$ cat src/hw/rtl/llca_pkg.sv
// Shared widths and reset constants for the least-loaded core assigner.
package llca_pkg;

    localparam int WEIGHT_W      = 32;
    localparam int LOAD_W        = 48;
    localparam int ACTIVE_W      = 7;
    localparam int CORE_W        = 6;
    localparam int MAX_CORES_DEF = 64;

    localparam logic [ACTIVE_W-1:0] ACTIVE_RESET = 7'd64;

endpackage

$ cat src/hw/rtl/least_loaded_core_assigner_core.sv
// Least-loaded core assigner: greedy list scheduler over a memory of per-core loads.
//
// Use: each job arrives on the input channel (in_valid/in_ready) with its weight
// and a last_in_batch mark. The block scans the loads of the active cores, picks
// the smallest (lowest index on a tie), adds the weight to that load with
// saturation at 2^48-1, and returns the chosen core on the output channel
// (out_valid/out_ready). After a job marked last, all loads read as zero again.
// The active core count is written through cfg_valid/cfg_ready/cfg_data; a zero
// counts as one core and a value above MAX_CORES counts as MAX_CORES.
// Flow: a job is taken only in the idle state. The scan reads the loads of the
// N effective active cores in order through the single read port of the load
// memory, which delivers one load per cycle to the compare stage; the result is
// registered in the update state. The next job is taken after the write back.
// Reset clears the valid bit of every load entry at once, so all loads read as
// zero, and sets the active core count to 64; no clearing pass is needed.
// A stalled receiver holds the result register; the block still takes the next
// job and scans, then waits before the write back until the result is taken.
module least_loaded_core_assigner_core #(
    parameter int MAX_CORES = llca_pkg::MAX_CORES_DEF
) (
    input  logic                          clk,
    input  logic                          rst_n,
    input  logic                          in_valid,
    output logic                          in_ready,
    input  logic [llca_pkg::WEIGHT_W-1:0] job_weight,
    input  logic                          last_in_batch,
    output logic                          out_valid,
    input  logic                          out_ready,
    output logic [llca_pkg::CORE_W-1:0]   assigned_core,
    input  logic                          cfg_valid,
    output logic                          cfg_ready,
    input  logic [llca_pkg::ACTIVE_W-1:0] cfg_data
);

    import llca_pkg::*;

    localparam int CW   = (MAX_CORES > 1) ? $clog2(MAX_CORES) : 1;
    localparam int CNTW = $clog2(MAX_CORES + 1);
    localparam int CMPW = (CNTW > ACTIVE_W) ? CNTW : ACTIVE_W;

    typedef enum logic [1:0] {
        ST_IDLE,
        ST_SCAN,
        ST_UPDATE
    } state_t;

    state_t                state_reg;
    logic [ACTIVE_W-1:0]   active_reg;
    logic [CNTW-1:0]       n_eff_reg;
    logic [WEIGHT_W-1:0]   weight_reg;
    logic                  last_reg;
    logic [CNTW-1:0]       rd_cnt_reg;
    logic                  q_vld_reg;
    logic [CNTW-1:0]       q_idx_reg;
    logic [LOAD_W-1:0]     best_load_reg;
    logic [CW-1:0]         best_idx_reg;
    logic [MAX_CORES-1:0]  core_vld_reg;
    logic                  out_valid_reg;
    logic [CORE_W-1:0]     out_core_reg;

    logic [LOAD_W-1:0]     mem [MAX_CORES];
    logic [LOAD_W-1:0]     mem_q;
    logic                  ent_vld_q;

    logic                  in_fire;
    logic                  rd_en;
    logic [CW-1:0]         rd_addr;
    logic [LOAD_W-1:0]     cur_load;
    logic                  upd_fire;
    logic [LOAD_W:0]       sum_full;
    logic [LOAD_W-1:0]     new_load;
    logic [CMPW-1:0]       act_ext;
    logic [CNTW-1:0]       n_eff_next;
    logic [CNTW-1:0]       last_idx;

    // Handshake outputs
    assign in_ready  = (state_reg == ST_IDLE);
    assign in_fire   = in_valid && in_ready;
    assign cfg_ready = 1'b1;
    assign out_valid = out_valid_reg;
    assign assigned_core = out_core_reg;

    // Clamp the active core count to 1..MAX_CORES
    always_comb
    begin
        act_ext = CMPW'(active_reg);
        if (act_ext == '0)
            n_eff_next = CNTW'(1);
        else if (act_ext > CMPW'(MAX_CORES))
            n_eff_next = CNTW'(MAX_CORES);
        else
            n_eff_next = CNTW'(act_ext);
    end

    // Issue one load read per cycle during the scan
    assign rd_en    = (state_reg == ST_SCAN) && (rd_cnt_reg < n_eff_reg);
    assign rd_addr  = rd_cnt_reg[CW-1:0];
    assign cur_load = ent_vld_q ? mem_q : '0;
    assign last_idx = n_eff_reg - CNTW'(1);

    // Saturating add of the weight onto the chosen load
    assign sum_full = {1'b0, best_load_reg} + (LOAD_W+1)'(weight_reg);
    assign new_load = sum_full[LOAD_W] ? {LOAD_W{1'b1}} : sum_full[LOAD_W-1:0];
    assign upd_fire = (state_reg == ST_UPDATE) && (!out_valid_reg || out_ready);

    // Load memory: one write port, one registered read port
    always_ff @(posedge clk)
    begin
        if (upd_fire)
        begin
            mem[best_idx_reg] <= new_load;
        end
        if (rd_en)
        begin
            mem_q     <= mem[rd_addr];
            ent_vld_q <= core_vld_reg[rd_addr];
        end
    end

    // Control, scan compare and result register
    always_ff @(posedge clk or negedge rst_n)
    begin
        if (!rst_n)
        begin
            state_reg     <= ST_IDLE;
            active_reg    <= ACTIVE_RESET;
            n_eff_reg     <= CNTW'(1);
            weight_reg    <= '0;
            last_reg      <= 1'b0;
            rd_cnt_reg    <= '0;
            q_vld_reg     <= 1'b0;
            q_idx_reg     <= '0;
            best_load_reg <= '0;
            best_idx_reg  <= '0;
            core_vld_reg  <= '0;
            out_valid_reg <= 1'b0;
            out_core_reg  <= '0;
        end
        else
        begin
            // Take configuration writes
            if (cfg_valid && cfg_ready)
            begin
                active_reg <= cfg_data;
            end

            // Drop the result once transferred, unless a new one replaces it
            if (out_valid_reg && out_ready && !upd_fire)
            begin
                out_valid_reg <= 1'b0;
            end

            // Track read data, which arrives in the cycle after issue
            q_vld_reg <= rd_en;
            q_idx_reg <= rd_cnt_reg;

            case (state_reg)
                ST_IDLE:
                begin
                    if (in_fire)
                    begin
                        weight_reg <= job_weight;
                        last_reg   <= last_in_batch;
                        n_eff_reg  <= n_eff_next;
                        rd_cnt_reg <= '0;
                        state_reg  <= ST_SCAN;
                    end
                end
                ST_SCAN:
                begin
                    if (rd_en)
                    begin
                        rd_cnt_reg <= rd_cnt_reg + CNTW'(1);
                    end
                    if (q_vld_reg)
                    begin
                        // Keep the strictly smaller load; first entry seeds it
                        if ((q_idx_reg == '0) || (cur_load < best_load_reg))
                        begin
                            best_load_reg <= cur_load;
                            best_idx_reg  <= q_idx_reg[CW-1:0];
                        end
                        if (q_idx_reg == last_idx)
                        begin
                            state_reg <= ST_UPDATE;
                        end
                    end
                end
                ST_UPDATE:
                begin
                    if (upd_fire)
                    begin
                        out_valid_reg <= 1'b1;
                        out_core_reg  <= CORE_W'(best_idx_reg);
                        // End of batch wipes every load at once
                        if (last_reg)
                            core_vld_reg <= '0;
                        else
                            core_vld_reg[best_idx_reg] <= 1'b1;
                        state_reg <= ST_IDLE;
                    end
                end
                default:
                begin
                    state_reg <= ST_IDLE;
                end
            endcase
        end
    end

    // The chosen core always lies inside the active range
    a_best_in_range: assert property (@(posedge clk) disable iff (!rst_n)
        upd_fire |-> (CNTW'(best_idx_reg) < n_eff_reg))
        else $error("chosen core outside active range");

    // Read data only ever comes from an active core
    a_read_in_range: assert property (@(posedge clk) disable iff (!rst_n)
        q_vld_reg |-> (q_idx_reg < n_eff_reg))
        else $error("scan read beyond active cores");

    // A batch end leaves every load cleared
    a_batch_clear: assert property (@(posedge clk) disable iff (!rst_n)
        (upd_fire && last_reg) |=> (core_vld_reg == '0))
        else $error("loads not cleared after batch end");

    // A result is produced only when the output register is free or draining
    a_no_overwrite: assert property (@(posedge clk) disable iff (!rst_n)
        (out_valid_reg && !out_ready) |=> $stable(out_core_reg))
        else $error("result overwritten while stalled");

endmodule

$ cat config.mk
export PLATFORM = sky130hd
export DESIGN_NAME = least_loaded_core_assigner_core
export DESIGN_NICKNAME = d
export VERILOG_FILES = /design/src/hw/rtl/llca_pkg.sv /design/src/hw/rtl/least_loaded_core_assigner_core.sv
export SDC_FILE = /design/constraint.sdc
export NUM_CORES = 2
export LEC_CHECK = 0
export ABC_CLOCK_PERIOD_IN_PS = 5300
export BUFFER_PORTS_ARGS = -buffer_cell sky130_fd_sc_hd__clkbuf_2
export CAP_MARGIN = 15
export CORE_ASPECT_RATIO = 1.75
export CORE_UTILIZATION = 57
export DETAILED_ROUTE_END_ITERATION = 7
export GPL_TIMING_DRIVEN = 0
export HOLD_SLACK_MARGIN = 0.06
export PLACE_DENSITY_LB_ADDON = 0.1
export SLEW_MARGIN = 20
export SYNTH_ARGS = -nofsm -noshare
export SYNTH_HDL_FRONTEND = slang
export SYNTH_SLANG_ARGS = --single-unit
$ cat constraint.sdc
create_clock -name clk -period 5.3 [get_ports clk]
set_input_delay 1.06 -clock clk [delete_from_list [all_inputs] [get_ports clk]]
set_output_delay 1.06 -clock clk [all_outputs]
set_load 0.02 [all_outputs]
==> results.sh <==
export IMPL_dr_pass1_iters=5
export IMPL_tns_ns=0
export IMPL_netlist_area_leader_share=0.726
export IMPL_crit_arrival_ns=5.78
export IMPL_ys_types=58
export IMPL_synth_area_leaders="edfxtp_1 (73%), mux4_2 (18%), dfrtp_1 (3.6%)"
export IMPL_die_h_um=632
export IMPL_critPathSlowestCell="mux2i_4"
export IMPL_synth_xor_area_frac=0.00258
export IMPL_drtIter0Drc=8757
export IMPL_status="complete, no violations"
export IMPL_synth_mux_area_frac=0.186
export IMPL_synth_top_family_by_area="multiplexers"
export IMPL_numCtsBuffers=295
export IMPL_yosysWarnings=0
export IMPL_skew_ns=0.0489
export IMPL_hold_ws_ns=0.170
export IMPL_ios=54
export IMPL_power_leakage_nw=48.3
export IMPL_largest_reg_flops=3072
export IMPL_critical_path_cell_chain="ha_1, nand2_1, o31ai_1, a21oi_1, o21a_1, o21ai_1, a41oi_1, nor3_2, mux2i_4, buf_8"
export IMPL_grt_pass1_wl_mm=518
export IMPL_cts_sinks=3310
export IMPL_rsz0062_at_grt="false"
export IMPL_wirelength_mm=377
export IMPL_ir_drop_v=0.000351
export IMPL_syn_area_um2=129000
export IMPL_dp_hpwl_mm=261
export IMPL_max_cap_violations=0
export IMPL_ys_flop_type="edfxtp_1"
export IMPL_hold_class="in -> async"
export IMPL_crit_required_ns=5.97
export IMPL_dpl_cell_area_um2=140000
export IMPL_post_synth_top_area_cell="edfxtp_1"
export IMPL_antenna_found_initial=24
export IMPL_yosysSeqAreaShare=0.762
export IMPL_worst_skew_pair_late_latency_ns=0.87
export IMPL_rows=230
export IMPL_synthArstFlopShare=0.0571
export IMPL_synth_compound_area_share=0.0131
export IMPL_cts_hold_buf=0
export IMPL_hold_viol_final=0
export IMPL_grt_pass1_vias=65600
export IMPL_synth_cells=5603
export IMPL_area_growth_pct=15.2
export IMPL_ant_nets=0
export IMPL_gp_congestion=0.917
export IMPL_clkTransAtPathRegs_ns=0.07
export IMPL_grt_max_degree=90
export IMPL_yosys_area_share_simple=0.0161
export IMPL_max_clock_freq_mhz=196
export IMPL_nNetsFinal=6353
export IMPL_fin_crit_sh=0.964
export IMPL_setup_viol=0
export IMPL_endpoint_kind="flip-flop"
export IMPL_core_area_um2=225000
export IMPL_slowest_delay_ns=0.65
export IMPL_tightest_slew_ns=1.19
export IMPL_finalPower_mw=84.3
export IMPL_track_usage=0.336
export IMPL_avgSynthCellArea_um2=23.0
export IMPL_cp_start_kind="flip-flop"
export IMPL_crit_type="reg -> reg"
export IMPL_period_needed_ns=5.11
export IMPL_vias_per_cell=6.78
export IMPL_port_buffers=51
export IMPL_slew_viol_final=0
export IMPL_crit_path_max_fanout=33
export IMPL_design_area_um2=149000
export IMPL_root_buffer="clkbuf_16"
export IMPL_synthAdderAreaFrac=0.00858
export IMPL_die_width_um=362
export IMPL_drcViolationCount=0
export IMPL_initial_core_util=0.575
export IMPL_die_area_um2=229000
export IMPL_power_density_nw_per_um2=566
export IMPL_h_tree_depth=5
export IMPL_relSlewSlack=0.205
export IMPL_nFillCells=14300
export IMPL_wl_per_cell_um=39.8
export IMPL_drive_gt1_frac=0.320
export IMPL_syn_nets=5736
export IMPL_synth_edf_count=3121
export IMPL_cts_tree="done"
export IMPL_fin_util=0.662
export IMPL_globalRouteOverflowTotal=0
export IMPL_clk_path_buf_depth=4
export IMPL_via_count=64200
export IMPL_synth_seq_cells=3310
-- cell usage after synthesis (all sizes together), types with 17 or more instances --
cell / count
nand3: 24
o21a: 69
edfxtp: 3121
nor3: 24
a21o: 17
nor2: 104
ha: 87
xor2: 18
clkbuf: 175
buf: 102
mux2: 59
dfrtp: 187
nand2: 203
nand4: 18
a21oi: 57
xnor2: 20
mux4: 1029
o21ai: 47
inv: 71
and2: 51
-- per-stage QoR --
| step | worst slack (ns) | std cells |
|---|---|---|
| after floorplan | 0.378 | 5603 |
| after CTS | 0.00738 | 9455 |
| after global placement | -3.11 | 8670 |
| final | 0.192 | 9476 |
| after global routing | 0.0623 | 9458 |
| after detailed placement | -0.908 | 8937 |
-- placed cells by master (no fill, tap or decap), types with 64 or more instances in the layout --
cell	count
edfxtp_1	3121
mux4_2	1029
clkbuf_16	298
clkbuf_1	187
dfrtp_1	187
buf_12	187
nand2_1	174
clkbuf_2	101
ha_1	87
buf_2	75
inv_1	71
o21a_1	69
buf_16	66
nor2_4	64
-- power by group --
group	total (mW)	internal (mW)	switching, mW
registers	34.3	33.7	0.594
clock network	20.8	11.3	9.51
logic	29.2	11.4	17.8
-- cell families after synthesis --
group                      Yosys count
AOI/OAI and AO/OA                  252
xor gates and xnor gates            38
adders and majority gates           88
buffers and inverters              348
DFF                               3310
muxes                             1104
other                                1
and+or+nand+nor                    462
-- what timing repair did --
action / 4_1_cts / 5_1_grt
setup endpoints to repair: 90 / 209
pin swaps: 0 / 1
endpoints found under the hold margin: 0 / 0
gates resized for setup: 6 / 4
setup buffers: 0 / 1
gates cloned: 0 / 1
-- layout make-up --
cell class                      count  area [µm²]  area share
Inverter                           71         267     0.00179
Clock buffer                      364        7730      0.0520
Timing Repair Buffer              319        5990      0.0403
Tap cell                         3016        3770      0.0254
Sequential cell                  3310       98500       0.662
Clock inverter                    154        1280     0.00861
Antenna cell                       19        47.5    0.000320
Buffer                            277        1280     0.00860
Multi-Input combinational cell   1946       30000       0.201
-- critical path, delay by kind of cell, from the launching register on --
family,cells,cell delay [ns]
buffers and inverters,1,0.29
flip-flops,1,0.49
adder cells (fa/ha/maj),1,0.38
multiplexers,1,0.65
AO/OA/AOI/OAI,5,2.34
AND/OR/NAND/NOR,2,0.72
-- metal layers --
metal  global-route usage  routed length [µm]  share of wire  vias up
met1                0.405              125000           0.33    34600
li1                     -                   -              -    25000
met3               0.0594               31500          0.084      950
met5                    0                 101        0.00027        -
met2                0.560              191000           0.51     3645
met4                0.220               29300          0.078       16
-- final timing paths --
path	start	end	slack (ns)	depth (start not counted)
max	best_load_reg[4]	mem[34][43]	0.19	10
min	rst_n	core_vld_reg[42]	0.17	1
max reg2reg	best_load_reg[4]	mem[34][43]	0.19	10
min reg2reg	rd_cnt_reg[4]	q_idx_reg[4]	0.42	0
max in group asynchronous	rst_n	best_load_reg[41]	4.21	2
min in group clk	job_weight[10]	weight_reg[10]	0.41	3
(Power assumes the default switching activity.)
